$ cat config.mk
export PLATFORM = sky130hd
export DESIGN_NAME = tpda_front
export DESIGN_NICKNAME = d
export VERILOG_FILES = /design/src/two_pool_descriptor_allocator_core_assert.svh /design/src/tpda_pkg.sv /design/src/tpda_front.sv
export SDC_FILE = /design/constraint.sdc
export NUM_CORES = 1
export LEC_CHECK = 0
export BUFFER_PORTS_ARGS = -buffer_cell sky130_fd_sc_hd__buf_2
export CORE_AREA = 2 2 79 81
export DETAILED_ROUTE_END_ITERATION = 8
export DIE_AREA = 0 0 81 83
export PLACE_DENSITY_LB_ADDON = 0.25
export SLEW_MARGIN = 20
export SYNTH_ARGS = -nofsm -noshare
export SYNTH_HDL_FRONTEND = slang
export SYNTH_SLANG_ARGS = --single-unit
$ cat constraint.sdc
create_clock -name vclk -period 2.3
set_input_delay 0.345 -clock vclk [all_inputs]
set_output_delay 0.345 -clock vclk [all_outputs]
set_load 0.02 [all_outputs]
$ cat src/two_pool_descriptor_allocator_core_assert.svh
// Assertion macros for the two-pool descriptor allocator.
`ifndef TWO_POOL_DESCRIPTOR_ALLOCATOR_CORE_ASSERT_SVH
`define TWO_POOL_DESCRIPTOR_ALLOCATOR_CORE_ASSERT_SVH

// Same-cycle implication, off during reset.
`define TPDA_ASSERT_IMPL(label, clk, rst_n, ante, cons) \
    label: assert property (@(posedge clk) disable iff (!rst_n) (ante) |-> (cons)) \
        else $error("tpda assertion failed");

// Next-cycle implication, off during reset.
`define TPDA_ASSERT_NEXT(label, clk, rst_n, ante, cons) \
    label: assert property (@(posedge clk) disable iff (!rst_n) (ante) |=> (cons)) \
        else $error("tpda assertion failed");

// Next-cycle implication, checked during reset as well.
`define TPDA_ASSERT_NEXT_ALWAYS(label, clk, ante, cons) \
    label: assert property (@(posedge clk) (ante) |=> (cons)) \
        else $error("tpda assertion failed");

`endif

$ cat src/tpda_pkg.sv
// Shared types, codes and widths of the two-pool descriptor allocator.
package tpda_pkg;

    localparam int SLOT_W     = 10;
    localparam int CNT_W      = 11;
    localparam int STRIDE_W   = 13;
    localparam int ADDR_W     = 48;
    localparam int PROD_W     = SLOT_W + STRIDE_W;
    localparam int CFG_IDX_W  = 3;
    localparam int CFG_DATA_W = 48;

    localparam logic [CNT_W-1:0] MAX_SLOTS = 11'd1024;

    // Input operation codes
    localparam logic [1:0] OP_ALLOC_GEN = 2'd0;
    localparam logic [1:0] OP_ALLOC_RES = 2'd1;
    localparam logic [1:0] OP_FREE      = 2'd2;

    // Result status codes
    localparam logic [1:0] ST_OK       = 2'd0;
    localparam logic [1:0] ST_EMPTY    = 2'd1;
    localparam logic [1:0] ST_INVALID  = 2'd2;
    localparam logic [1:0] ST_OVERFLOW = 2'd3;

    // Configuration register indexes
    localparam logic [CFG_IDX_W-1:0] CFG_NUM_DESC   = 3'd0;
    localparam logic [CFG_IDX_W-1:0] CFG_RESV_COUNT = 3'd1;
    localparam logic [CFG_IDX_W-1:0] CFG_STRIDE     = 3'd2;
    localparam logic [CFG_IDX_W-1:0] CFG_CPU_BASE   = 3'd3;
    localparam logic [CFG_IDX_W-1:0] CFG_GPU_BASE   = 3'd4;
    localparam logic [CFG_IDX_W-1:0] CFG_VISIBLE    = 3'd5;

    typedef struct packed {
        logic [1:0]        op;
        logic [SLOT_W-1:0] free_index;
    } t_in_item;

    typedef struct packed {
        logic [SLOT_W-1:0] slot_index;
        logic [ADDR_W-1:0] cpu_address;
        logic [ADDR_W-1:0] gpu_address;
        logic [ADDR_W-1:0] reserved_gpu_base;
        logic [1:0]        status;
    } t_out_item;

    // Classified command between front and back
    typedef enum logic [2:0] {
        K_NOP,
        K_ALLOC_GEN,
        K_ALLOC_RES,
        K_FREE_GEN,
        K_FREE_RES,
        K_FREE_BAD
    } t_kind;

    typedef struct packed {
        t_kind             kind;
        logic [SLOT_W-1:0] slot;
    } t_cmd;

    // Effective configuration as seen by front and back
    typedef struct packed {
        logic [CNT_W-1:0]    total;
        logic [CNT_W-1:0]    resv;
        logic [STRIDE_W-1:0] stride;
        logic [ADDR_W-1:0]   cpu_base;
        logic [ADDR_W-1:0]   gpu_base;
        logic                visible;
        logic [ADDR_W-1:0]   resv_gpu_base;
    } t_cfg;

    typedef struct packed {
        logic busy;
        logic out_valid;
    } t_back_stat;

endpackage

$ cat src/tpda_front.sv
// Front end: classifies an incoming request against the slot ranges.
module tpda_front import tpda_pkg::*; (
    input  t_in_item i_item,
    input  t_cfg     i_cfg,
    output t_cmd     o_cmd
);

    logic [CNT_W-1:0] idx_ext;

    assign idx_ext = {1'b0, i_item.free_index};

    // Pick the command kind; frees are routed to the pool that owns the slot
    always_comb begin
        o_cmd.slot = i_item.free_index;
        case (i_item.op)
            OP_ALLOC_GEN: begin
                o_cmd.kind = K_ALLOC_GEN;
            end
            OP_ALLOC_RES: begin
                o_cmd.kind = K_ALLOC_RES;
            end
            OP_FREE: begin
                if (idx_ext >= i_cfg.total) begin
                    o_cmd.kind = K_FREE_BAD;
                end else if (idx_ext < i_cfg.resv) begin
                    o_cmd.kind = K_FREE_RES;
                end else begin
                    o_cmd.kind = K_FREE_GEN;
                end
            end
            default: begin
                o_cmd.kind = K_NOP;
            end
        endcase
    end

endmodule

==> results of run 1 <==
==> cell families (layout without fill, tap and decap cells) <==
logic type	after synthesis	in the layout	share of synthesized area, %
AND/OR/NAND/NOR	14	14	13.7
AO/OA/AOI/OAI	20	20	22.6
buffers and inverters	29	67	24.3
adder cells (fa/ha/maj)	19	19	39.4
==> repair_timing <==
item / 4_1_cts / 5_1_grt
resized for setup: 0 / 3
setup endpoints to repair: 1 / 3
pin swaps: 2 / 5
==> critical path: stages <==
cell,delay [ps]
buf_2,100
inv_2,30
ha_1,260
nand2b_4,130
a211o_1,260
a211oi_2,240
o22a_2,190
a31o_1,160
buf_6,120
==> stage by stage <==
step	setup slack, ps	std cells	hold slack (ps)	power (W)	TNS [ps]
2_1_floorplan	295	82	767	0.0000994	0
4_1_cts	12.1	195	959	0.000155	0
6_report	114	195	950	0.000153	0
3_3_place_gp	-6.39	195	960	0.000153	-6.39
5_1_grt	2.24	195	961	0.000178	0
3_5_place_dp	2.53	195	959	0.000153	0
==> cell type report <==
type / count / share of cell area (%)
Multi-Input combinational cell: 53 / 52.4
Timing Repair Buffer: 48 / 28.6
Inverter: 19 / 8.19
Tap cell: 75 / 10.8
==> power by group through the flow <==
stage	Sequential [W]	Combinational, W	Clock, W
2_1_floorplan	0	0.0000994	0
3_3_place_gp	0	0.000153	0
3_5_place_dp	0	0.000153	0
4_1_cts	0	0.000155	0
5_1_grt	0	0.000178	0
6_report	0	0.000153	0
==> worst paths after layout <==
| kind | start | to | slack (ps) | cells after the start |
|---|---|---|---|---|
| max | i_item[0] | o_cmd[11] | 110 | 9 |
| min | i_item[9] | o_cmd[9] | 950 | 2 |
==> routing by layer <==
| metal | share of wire (%) | up-vias | track usage (%) |
|---|---|---|---|
| li1 | - | 348 | - |
| met1 | 58 | 248 | 9.67 |
| met2 | 35 | 32 | 7.96 |
| met3 | 7.2 | 0 | 0.543 |
| met4 | 0 | 0 | 0 |
| met5 | 0 | - | 0 |
==> placed cells by master (no fill, tap or decap), types with 2 or more instances in the layout <==
cell type,instances
nand4b_1,2
inv_1,18
a21oi_1,6
a21o_1,2
buf_2,46
nand2_1,3
nor2_1,4
ha_1,19
o21ai_0,3
nor2b_1,3
==> flow_summary.ini, run 1 <==
[cells_and_area]
n_clock_buffer = 0
multi_input_area_um2 = 457
drive_gt1_share_pct = 43.3
register_area_um2 = 0
final_util_pct = 15.0
seq_cell_count = 0
n_antenna_cell = 0
fin_area_um2 = 871
fillCellCount = 704
area_delta_synth_final_pct = 44.4
nNetsFinal = 333

[timing]
setup_viol = 0
fmax_mhz = 457
fin_crit_sh_pct = 95.1
worst_pin_slew_ps = 240
hold_violations = 0
maxSlewHeadroom_pct = 84.0
drv_slew = 0
rsz0062_at_grt = false
min_period_ps = 2190

[clocking]
post_cts_buffers = 0
cts_hold_buf = 0

[yosys]
ys_warn_count = 0
ys_top_cells_by_count = ha_1, inv_1, buf_4
synth_cells = 82
synth_cell_types = 21
synth_area_um2 = 603
synth_top_cell_area_share_pct = 39.4
post_synth.cell_area_avg_um2 = 7.35
ys_top_cells_by_area = ha_1, buf_4, inv_1
yosysSeqAreaShare_pct = 0
syn-num-nets = 293
post-synth-top-area-cell = ha_1

[drt]
drt_iter0_drc = 6
final_antenna_net_count = 0
vias = 628
drt-pass1-iter-count = 3
drt_wl_total_mm = 1.83
wire_per_inst_um = 9.37
vias_per_cell = 3.22
drc = 0

[floorplanning]
die_y_um = 83
pin_count = 205
dieArea_um2 = 6720
rows = 28
initial_utilization_pct = 10.4
core_area_um2 = 5820
die_w_um = 81

[critical_path]
cp-end-kind = primary output
critPathMaxFanout = 3
path_class = input pin to primary output
critPathArrivalTime_ps = 1840
required_ps = 1960
cp-start-kind = input pin

[global_route]
grt_pass1_wl_mm = 3.11
groute.usage.overall_pct = 5.69
overflow = 0
antenna_found_initial = 0
grt_max_degree = 4
grt_pass1_vias = 628

[pwr]
p_sw_w = 0.0000801
cellLeakagePower_nw = 0.519
p_seq_share_pct = 0
p_clk_share_pct = 0
p_int_w = 0.0000727
peakVddDrop_mv = 0.0640
power_density_nw_per_um2 = 175
switching_share_pct = 52.4
pwr-share-comb_pct = 100.0

[job]
cap_viol_max_count = 0

[worst_hold_path]
hp-class = input pin to primary output

[place]
gp_congestion = 0.615
dpl_cell_area_um2 = 865
dp_hpwl_mm = 1.73
io_buffer_count = 47

[status]
status = finished, final reports clean
No activity file was read; power rests on OpenSTA's default activity.
==> run 2, diff against run 1 <==
--- a/config.mk
+++ b/config.mk
@@ -6,9 +6,11 @@
 export NUM_CORES = 1
 export LEC_CHECK = 0
 export BUFFER_PORTS_ARGS = -buffer_cell sky130_fd_sc_hd__buf_2
-export CORE_AREA = 2 2 79 81
+export CELL_PAD_IN_SITES_DETAIL_PLACEMENT = 0
+export CELL_PAD_IN_SITES_GLOBAL_PLACEMENT = 2
+export CORE_ASPECT_RATIO = 2
+export CORE_UTILIZATION = 10
 export DETAILED_ROUTE_END_ITERATION = 8
-export DIE_AREA = 0 0 81 83
 export PLACE_DENSITY_LB_ADDON = 0.25
 export SLEW_MARGIN = 20
 export SYNTH_ARGS = -nofsm -noshare
==> run 2 against run 1 <==
  * The flow now finishes with violations (design-rule violations)
  * Critical path type unchanged
  * Critical path depth is the same
  * Worst hold slack better by 15 ps
  * Die area fell by 5.3%
  * Via count grew 0.96%
  * Final cell count decreased by 7.2%
  * Global-route usage down 0.053 points
  * Non-clock buffer count unchanged
  * Wire length decreased by 3.4%
  * Total power is 3.0% higher
  * Count of clock-buffer cells in the layout did not move
  * Worst setup slack better by 35 ps
  * Fmax is 1.6% higher
  * Largest cell class unchanged
==> flow_summary.ini, run 2 (synthesis results as in run 1) <==
[status]
status = finished with violations
violations = design-rule violations

[cells_and_area]
n_clock_buffer = 0
fillCellCount = 663
drive_gt1_share_pct = 45.0
fin_cells = 181
layout_common_cells = buf_2, inv_1, ha_1
layout_commonest_cell = buf_2
nNetsFinal = 333
area_delta_synth_final_pct = 44.2
seq_cell_count = 0
n_antenna_cell = 0
register_area_um2 = 0

[pwr]
pwr-share-comb_pct = 100.0
switching_share_pct = 52.7
peakVddDrop_mv = 0.0546
p_clk_share_pct = 0
p_int_w = 0.0000744
total_power_w = 0.000157
power_density_nw_per_um2 = 181
p_seq_share_pct = 0
p_sw_w = 0.0000830
cellLeakagePower_nw = 0.520

[timing]
min_period_ps = 2150
worst_pin_slew_ps = 351
maxSlewHeadroom_pct = 76.3
rsz0062_at_grt = false
hold_violations = 0
drv_slew = 0
fin_crit_sh_pct = 93.5
fin_hold_ws_ps = 965
setup_tns_ps = 0
setup_viol = 0
fmax_mhz = 465

[global_route]
overflow = 0
grtUsageMet1_pct = 8.59
grt_max_degree = 4
use_met3_pct = 0.232
use_met2_pct = 9.25
grt_pass1_vias = 642
antenna_found_initial = 0
groute.usage.overall_pct = 5.64
busiest_layer = met2
grt_pass1_wl_mm = 2.87

[critical_path]
required_ps = 1960
critPathMaxFanout = 3
cp-start-kind = input pin
critPathArrivalTime_ps = 1810
cp-end-kind = primary output
path_class = input pin to primary output

[job]
cap_viol_max_count = 0

[floorplanning]
die_y_um = 112
die_w_um = 56.9
dieArea_um2 = 6360
rows = 39
initial_utilization_pct = 10.5
core_area_um2 = 5760
pin_count = 205

[clocking]
cts_hold_buf = 0
post_cts_buffers = 0

[worst_hold_path]
min_to = o_cmd[6]
hold_path_depth = 2
min_from = i_item[6]
hp-class = input pin to primary output

[drt]
wire_per_inst_um = 9.75
final_antenna_net_count = 0
vias = 634
drt_wl_total_mm = 1.76
drc = 4
vias_per_cell = 3.50
drt-pass1-iter-count = 6
drt_iter0_drc = 14

[place]
dp.cells = 181
dp_hpwl_mm = 1.59
gp_congestion = 0.623
io_buffer_count = 47
[run 2: cell count changes in the layout (fill, tap and decap cells not counted)]
cell / delta
a21oi_1: -1
a21oi_2: +1
ha_4: +1
ha_1: -1
[run 2: repair_timing]
item | in CTS | in global routing
endpoints found under the hold margin | 0 | 0
pin swaps | 2 | 5
resized for setup | 1 | 4
setup endpoints to repair | 1 | 3
[run 2: how the worst max path moves through the flow]
stage	cells past startpoint	slack, ps	to	start
after floorplan	7	290	o_cmd[11]	i_item[0]
after global placement	9	-0.3	o_cmd[11]	i_item[0]
after detailed placement	9	-9	o_cmd[11]	i_item[0]
after CTS	9	20	o_cmd[11]	i_item[0]
after global routing	9	1	o_cmd[11]	i_item[0]
final	9	150	o_cmd[11]	i_item[0]
[run 2: layer usage]
| layer | wire length (um) | vias to the layer above |
|---|---|---|
| met2 | 716 | 42 |
| li1 | - | 348 |
| met4 | 0 | 0 |
| met1 | 912 | 244 |
| met3 | 135 | 0 |
| met5 | 0 | - |
[run 2: power groups by stage]
stage	sequential [W]	clock (W)	combinational [W]
after floorplan	0	0	0.0000994
after CTS	0	0	0.000157
after global routing	0	0	0.000182
after global placement	0	0	0.000152
final	0	0	0.000157
after detailed placement	0	0	0.000155
[run 2: cell type report]
| type | count | area (um2) | share of cell area [%] |
|---|---|---|---|
| well taps | 61 | 76.3 | 8.78 |
| multi-input cells | 53 | 473 | 54.4 |
| inverters | 19 | 71.3 | 8.20 |
| repair buffers | 48 | 249 | 28.6 |
[run 2: stage by stage]
step | setup WS (ps) | instance area (um2) | utilization, %
6_report | 149 | 870 | 15.1
5_1_grt | 1.42 | 870 | 15.1
4_1_cts | 15.8 | 850 | 14.8
3_5_place_dp | -9.45 | 847 | 14.7
3_3_place_gp | -0.309 | 847 | 14.7
2_1_floorplan | 295 | 603 | -
[run 2: critical path: stages]
cell and delay [ps]:
buf_2 110, inv_2 60, ha_4 180, nand2b_4 130, a211o_1 260, a211oi_2 250
o22a_2 200, a31o_1 150, buf_6 120
