===== src/two_pool_descriptor_allocator_core_assert.svh =====
// Assertion macros for the two-pool descriptor allocator.
`ifndef TWO_POOL_DESCRIPTOR_ALLOCATOR_CORE_ASSERT_SVH
`define TWO_POOL_DESCRIPTOR_ALLOCATOR_CORE_ASSERT_SVH

// Same-cycle implication, off during reset.
`define TPDA_ASSERT_IMPL(label, clk, rst_n, ante, cons) \
    label: assert property (@(posedge clk) disable iff (!rst_n) (ante) |-> (cons)) \
        else $error("tpda assertion failed");

// Next-cycle implication, off during reset.
`define TPDA_ASSERT_NEXT(label, clk, rst_n, ante, cons) \
    label: assert property (@(posedge clk) disable iff (!rst_n) (ante) |=> (cons)) \
        else $error("tpda assertion failed");

// Next-cycle implication, checked during reset as well.
`define TPDA_ASSERT_NEXT_ALWAYS(label, clk, ante, cons) \
    label: assert property (@(posedge clk) (ante) |=> (cons)) \
        else $error("tpda assertion failed");

`endif


===== src/tpda_pkg.sv =====
// Shared types, codes and widths of the two-pool descriptor allocator.
package tpda_pkg;

    localparam int SLOT_W     = 10;
    localparam int CNT_W      = 11;
    localparam int STRIDE_W   = 13;
    localparam int ADDR_W     = 48;
    localparam int PROD_W     = SLOT_W + STRIDE_W;
    localparam int CFG_IDX_W  = 3;
    localparam int CFG_DATA_W = 48;

    localparam logic [CNT_W-1:0] MAX_SLOTS = 11'd1024;

    // Input operation codes
    localparam logic [1:0] OP_ALLOC_GEN = 2'd0;
    localparam logic [1:0] OP_ALLOC_RES = 2'd1;
    localparam logic [1:0] OP_FREE      = 2'd2;

    // Result status codes
    localparam logic [1:0] ST_OK       = 2'd0;
    localparam logic [1:0] ST_EMPTY    = 2'd1;
    localparam logic [1:0] ST_INVALID  = 2'd2;
    localparam logic [1:0] ST_OVERFLOW = 2'd3;

    // Configuration register indexes
    localparam logic [CFG_IDX_W-1:0] CFG_NUM_DESC   = 3'd0;
    localparam logic [CFG_IDX_W-1:0] CFG_RESV_COUNT = 3'd1;
    localparam logic [CFG_IDX_W-1:0] CFG_STRIDE     = 3'd2;
    localparam logic [CFG_IDX_W-1:0] CFG_CPU_BASE   = 3'd3;
    localparam logic [CFG_IDX_W-1:0] CFG_GPU_BASE   = 3'd4;
    localparam logic [CFG_IDX_W-1:0] CFG_VISIBLE    = 3'd5;

    typedef struct packed {
        logic [1:0]        op;
        logic [SLOT_W-1:0] free_index;
    } t_in_item;

    typedef struct packed {
        logic [SLOT_W-1:0] slot_index;
        logic [ADDR_W-1:0] cpu_address;
        logic [ADDR_W-1:0] gpu_address;
        logic [ADDR_W-1:0] reserved_gpu_base;
        logic [1:0]        status;
    } t_out_item;

    // Classified command between front and back
    typedef enum logic [2:0] {
        K_NOP,
        K_ALLOC_GEN,
        K_ALLOC_RES,
        K_FREE_GEN,
        K_FREE_RES,
        K_FREE_BAD
    } t_kind;

    typedef struct packed {
        t_kind             kind;
        logic [SLOT_W-1:0] slot;
    } t_cmd;

    // Effective configuration as seen by front and back
    typedef struct packed {
        logic [CNT_W-1:0]    total;
        logic [CNT_W-1:0]    resv;
        logic [STRIDE_W-1:0] stride;
        logic [ADDR_W-1:0]   cpu_base;
        logic [ADDR_W-1:0]   gpu_base;
        logic                visible;
        logic [ADDR_W-1:0]   resv_gpu_base;
    } t_cfg;

    typedef struct packed {
        logic busy;
        logic out_valid;
    } t_back_stat;

endpackage


===== src/tpda_cmd_queue.sv =====
// Two-entry command queue between front and back.
module tpda_cmd_queue import tpda_pkg::*; (
    input  logic i_clk,
    input  logic i_rst_n,
    input  logic i_push,
    input  t_cmd i_cmd,
    output logic o_full,
    input  logic i_pop,
    output t_cmd o_cmd,
    output logic o_empty
);

    t_cmd       r_mem [2];
    logic       r_wr_ptr;
    logic       r_rd_ptr;
    logic [1:0] r_count;
    logic       do_push;
    logic       do_pop;

    assign o_full  = r_count == 2'd2;
    assign o_empty = r_count == 2'd0;
    assign o_cmd   = r_mem[r_rd_ptr];
    assign do_push = i_push && !o_full;
    assign do_pop  = i_pop && !o_empty;

    // Pointers and fill level
    always_ff @(posedge i_clk) begin
        if (!i_rst_n) begin
            r_wr_ptr <= 1'b0;
            r_rd_ptr <= 1'b0;
            r_count  <= 2'd0;
        end else begin
            if (do_push) begin
                r_wr_ptr <= !r_wr_ptr;
            end
            if (do_pop) begin
                r_rd_ptr <= !r_rd_ptr;
            end
            case ({do_push, do_pop})
                2'b10:   r_count <= r_count + 2'd1;
                2'b01:   r_count <= r_count - 2'd1;
                default: r_count <= r_count;
            endcase
        end
    end

    // Entry storage
    always_ff @(posedge i_clk) begin
        if (do_push) begin
            r_mem[r_wr_ptr] <= i_cmd;
        end
    end

endmodule


===== config.mk =====
export PLATFORM = sky130hd
export DESIGN_NAME = tpda_cmd_queue
export DESIGN_NICKNAME = d
export VERILOG_FILES = /design/src/two_pool_descriptor_allocator_core_assert.svh /design/src/tpda_pkg.sv /design/src/tpda_cmd_queue.sv
export SDC_FILE = /design/constraint.sdc
export NUM_CORES = 1
export LEC_CHECK = 0
export BUFFER_PORTS_ARGS = -buffer_cell sky130_fd_sc_hd__buf_2
export CORE_MARGIN = 3
export CORE_UTILIZATION = 30
export DETAILED_ROUTE_END_ITERATION = 6
export GPL_TIMING_DRIVEN = 1
export SYNTH_ARGS = -nofsm -noshare
export SYNTH_HDL_FRONTEND = slang
export SYNTH_SLANG_ARGS = --single-unit

===== constraint.sdc =====
create_clock -name i_clk -period 1.6 [get_ports i_clk]
set_clock_uncertainty 0.1 [all_clocks]
set_input_delay 0.08 -clock i_clk [delete_from_list [all_inputs] [get_ports i_clk]]
set_output_delay 0.08 -clock i_clk [all_outputs]
set_load 0.01 [all_outputs]

==> impl_metrics.tcl, run 1 <==
set metrics [dict create \
    cp_slowest_stage_delay_ps 400 \
    layout_commonest_cell "buf_2" \
    fin_area_um2 1660 \
    drt-initial-drc-count 20 \
    syn_nets 84 \
    post-dp-hpwl_um 1400 \
    dr_total_vias 706 \
    place_area_um2 1420 \
    cts_buffers 5 \
    grt_pass1_wl_um 2940 \
    rrSetupSlack_ps 80 \
    synth.cell_area_um2 1170 \
    use_met1_pct 10.0 \
    slowest_stage "dfxtp_1" \
    hold_viol_final 0 \
    rr_endpoint "r_count[1]" \
    dieArea_um2 4680 \
    drc 0 \
    post_route_cells_drive_above_1_share_pct 48.4 \
    grt_pass1_vias 657 \
    synthFlopType "edfxtp_1" \
    outcome "completed" \
    r2r_cells 4 \
    async_reset_ff_share_pct 0 \
    grt_usage_pct 9.41 \
    initial_core_util_pct 31.4 \
    syn-instance-count 66 \
    hold_path_class "input port to flip-flop" \
    grtUsageMet2_pct 14.2 \
    path_clk_slew_ps 60 \
    timing.final.ws_setup_ps 81.7 \
    grt-busiest-layer "met2" \
    crit_path_end_kind "flip-flop" \
    p_per_area_nw_per_um2 1480 \
    whs_ps 121 \
    tightest_slew_ps 181 \
    final_nets 139 \
    met3_usage_pct 4.43 \
    ys_warn_count 0 \
    antenna_found_initial 0 \
    rows 22 \
    min_period_over_period_pct 94.9 \
    synth_edf_count 26 \
    path_class "flip-flop to flip-flop" \
    rr_startpoint "r_count[1]" \
    cts_setup_buffers 0 \
    hp-start "i_push" \
    ys_seq_area_share_pct 75.4 \
    ant_nets 0 \
    setup_viol 0 \
    ys_ff_latch 31 \
    gp_congestion 0.606 \
    drv_cap 0 \
    area_growth_pct 42.0 \
    diodes 0 \
    io_buffers 31 \
    tns_ps 0 \
    rsz0062_at_grt "no" \
    grt_max_degree 14 \
    worstSkewPairLatency_ps 270 \
    fp.dieH_um 68.4 \
    ir_drop_v 0.000793 \
    required_ps 1710 \
    io_pins 32 \
    p_total_w 0.00245 \
    relSlewSlack_pct 87.8 \
    dr.pass1.iters 3 \
    critPathTopFamily "flip-flops" \
    cts_max_path_buffers 2 \
    cts_sinks 31 \
    place_worst_setup_slack_ps 43.4 \
    overflow 0 \
    slew_violations 0 \
    via_per_inst 4.15 \
    cellLeakagePower_nw 0.640 \
    max_freq_ghz 0.659 \
    cp_max_fo 5 \
    clockRootBuffer "clkbuf_8" \
    start_kind "flip-flop" \
    avgSynthCellArea_um2 17.7 \
    arrival_ps 1630 \
    hold_depth 4 \
    path_cells "o21a_1 -> ha_4 -> or3_1 -> a21boi_1" \
    worst-path-buf-inv 0 \
    min_to "r_wr_ptr" \
    cts_tree "built" \
    mostFrequentLayoutCells "buf_2 (31), edfxtp_1 (26), dlygate4sd3_1 (14)" \
    die_w_um 68.4 \
    final.min_clock_period_ps 1520 \
    cts_max_level 2 \
    wl_per_cell_um 11.9 \
    core_area_um2 3720 \
    synthDistinctLibCells 18 \
    wl_um 2030 \
]
==> per-stage QoR <==
stage | utilization, % | std cells
after floorplan | - | 66
after global routing | 44.6 | 170
after detailed placement | 38.2 | 148
after CTS | 44.2 | 170
after global placement | 38.2 | 148
final | 44.6 | 170
==> worst min-delay path: stages <==
cell	delay (ps)
buf_2	100
inv_1	50
o21ai_0	150
a21boi_1	60
==> cells by family (layout without fill, tap and decap cells) <==
logic type | Yosys count | count (layout) | synth area share, %
flops | 31 | 31 | 75.4
xor+xnor | 3 | 3 | 2.25
simple gates | 9 | 9 | 4.60
mux | 13 | 13 | 12.5
fa+ha+maj | 1 | 1 | 1.07
buf+inv | 4 | 60 | 1.39
compound gates | 5 | 5 | 2.78
==> synthesized netlist by cell type, drive strengths merged, types with 2 or more instances <==
cell type  instances  area [um2]
edfxtp            26         781
mux2              13         146
dfxtp              5         100
inv                3        11.3
xnor2              3        26.3
a21boi             2        15.0
nor2b              2        12.5
o21ai              2        10.0
or3                2        12.5
==> sequential cells by signal, indices dropped and copies added (netlist names), named ones only <==
name      count
r_mem        26
r_rd_ptr      1
r_wr_ptr      1
r_count       2
==> area by class of cell <==
type | instances | area (um2)
multi-input cells | 31 | 284
clock buffers | 6 | 72.6
clock inverters | 2 | 7.51
flip-flops and latches | 31 | 883
fillers | 346 | 2060
repair buffers | 49 | 338
well taps | 48 | 60.1
inverters | 3 | 13.8
==> power by group <==
part           internal, W  switching (W)  leakage [nW]
Clock             0.000295       0.000248        0.0403
Combinational     0.000434       0.000369         0.315
Sequential         0.00104      0.0000681         0.285
Total              0.00177       0.000686         0.640
==> per-layer routing <==
layer  vias up  routed length (um)
li1        355                   -
met1       318                 875
met2        27                 951
met3         6                 156
met4         0                  45
met5         -                   0
==> worst max path at each step <==
stage          startpoint          end  slack [ps]  cells past startpoint
2_1_floorplan  r_count[0]   r_count[1]          70                      5
3_3_place_gp   r_count[0]  r_mem[0][1]         100                      4
3_5_place_dp   r_count[0]  r_mem[0][1]          40                      4
4_1_cts         flip-flop     o_cmd[0]           3                      3
5_1_grt        r_count[1]   r_count[1]          30                      4
6_report       r_count[1]   r_count[1]          80                      4
==> repair_timing <==
item / CTS / global route
endpoints found under the setup margin: 0 / 23
hold endpoints to repair: 31 / 0
hold buffers: 14 / 0
resized for setup: 0 / 5
Power figures use the tool's default switching activity.
==> inputs of run 2 (changes only) <==
- PLACE_DENSITY: default -> 0.52
- clock period: 1.6 -> 1.5 ns (I/O delays scaled with it)
==> run 2 against run 1 <==
Against the previous run: worst setup slack got worse by 42 ps; critical path depth rose by 1; sequential power rose by 5%; hold slack improved by 10 ps; critical path type unchanged; highest routed layer unchanged.
==> impl_metrics.tcl, run 2 (synthesized netlist as in run 1, its figures left out) <==
set metrics [dict create \
    slew_violations 0 \
    final_nets 142 \
    path_clk_slew_ps 60 \
    setup_viol 0 \
    cellLeakagePower_nw 0.660 \
    core_area_um2 3720 \
    arrival_ps 1560 \
    overflow 0 \
    initial_core_util_pct 31.4 \
    relSlewSlack_pct 87.5 \
    path_class "flip-flop to flip-flop" \
    largest_reg_flops 26 \
    internal_power_w 0.00193 \
    p_total_w 0.00268 \
    post-dp-hpwl_um 1350 \
    switching_share_pct 27.9 \
    regMostFlops "r_mem" \
    power_switching_w 0.000748 \
    drc 0 \
    tns_ps 0 \
    grt_pass1_wl_um 3070 \
    antenna_found_initial 0 \
    tightest_slew_ps 185 \
    final.min_clock_period_ps 1460 \
    area_growth_pct 43.9 \
    combPwrFrac_pct 34.1 \
    p_per_area_nw_per_um2 1590 \
    io_buffers 31 \
    via_per_inst 4.14 \
    rows 22 \
    cts_max_level 2 \
    die_w_um 68.4 \
    dr.pass1.iters 4 \
    grt_max_degree 14 \
    grt_pass1_vias 722 \
    start_kind "flip-flop" \
    dr_total_vias 716 \
    reg_top3 "r_mem x26, r_count x2" \
    clockRootBuffer "clkbuf_8" \
    seq_power_share_pct 43.5 \
    seq_area_um2 883 \
    drv_cap 0 \
    drt-initial-drc-count 31 \
    layout_commonest_cell "buf_2" \
    fill_cells 354 \
    cts_max_path_buffers 2 \
    rrSetupSlack_ps 40 \
    hold_path_class "input port to flip-flop" \
    fin_area_um2 1680 \
    cts_buffers 5 \
    cts_tree "built" \
    outcome "completed" \
    utilization_pct 45.3 \
    fp.dieH_um 68.4 \
    crit_path_end_kind "flip-flop" \
    grt_usage_pct 9.74 \
    dieArea_um2 4680 \
    place_area_um2 1450 \
    power.share.clock_pct 22.4 \
    cp_max_fo 3 \
    rsz0062_at_grt "yes" \
    hold_viol_final 0 \
    required_ps 1600 \
    post_route_cells_drive_above_1_share_pct 50.4 \
    wl_um 2040 \
    multi_input_area_um2 279 \
    worstSkewPairLatency_ps 270 \
    mostFrequentLayoutCells "buf_2 (31), edfxtp_1 (26), dlygate4sd3_1 (14)" \
    gp_congestion 0.671 \
    ir_drop_v 0.000705 \
    diodes 0 \
    io_pins 32 \
    ant_nets 0 \
    min_period_over_period_pct 97.3 \
    cts_sinks 31 \
    wl_per_cell_um 11.8 \
    max_freq_ghz 0.685 \
]
[run 2: changes by cell type in the layout (fill, tap and decap cells not counted), sizes merged]
cell and delta:
buf +3, clkbuf +1, clkinv -1
[run 2: path summary, 6_finish.rpt]
kind	to	cells after the start	startpoint
max	r_count[1]	5	r_count[0]
min	r_wr_ptr	4	i_push
max reg2reg	r_count[1]	5	r_count[0]
min reg2reg	r_wr_ptr	2	r_wr_ptr
[run 2: timing repair]
item / 4_1_cts / 5_1_grt
endpoints found under the setup margin: 14 / 1
hold buffers: 14 / 0
setup buffers: 0 / 0
endpoints found under the hold margin: 31 / 0
pin swaps: 0 / 1
resized for setup: 2 / 3
[run 2: power by group through the flow]
| stage | sequential, W | combinational (W) | clock (W) |
|---|---|---|---|
| finish | 0.00116 | 0.000912 | 0.000601 |
| global route | 0.00117 | 0.00100 | 0.000671 |
| CTS | 0.00116 | 0.000920 | 0.000628 |
| detailed placement | 0.00117 | 0.000873 | 0 |
| global placement | 0.00116 | 0.000854 | 0 |
| floorplan | 0.00118 | 0.000497 | 0 |
[run 2: cell type report]
cell class,instances,area share [%]
multi-input combinational,31,16.6
tap,48,3.57
inverter,3,0.818
clock buffer,7,4.54
sequential,31,52.5
clock inverter,1,0.298
timing repair buffer,52,21.7
[run 2: routing by layer]
layer	vias to the layer above	track usage, %	share of wire, %
met5	-	0	0
met4	0	5.21	1.7
met3	5	6.40	7.7
met2	24	16.1	47
met1	327	9.03	44
li1	360	-	-
[run 2: per-stage QoR]
step	hold slack, ps	setup WS [ps]	instances
final	131	40.1	173
after global routing	174	-16.3	173
after CTS	121	8.90	173
after detailed placement	170	-10.1	151
after global placement	167	14.2	151
after floorplan	73.9	20.8	66
[run 2: worst max-delay path, stage by stage (launching register included)]
cell and delay, ps:
dfxtp_2 330, nand2b_4 140, nand2_1 70, ha_2 270, or3_1 350, a21boi_1 120
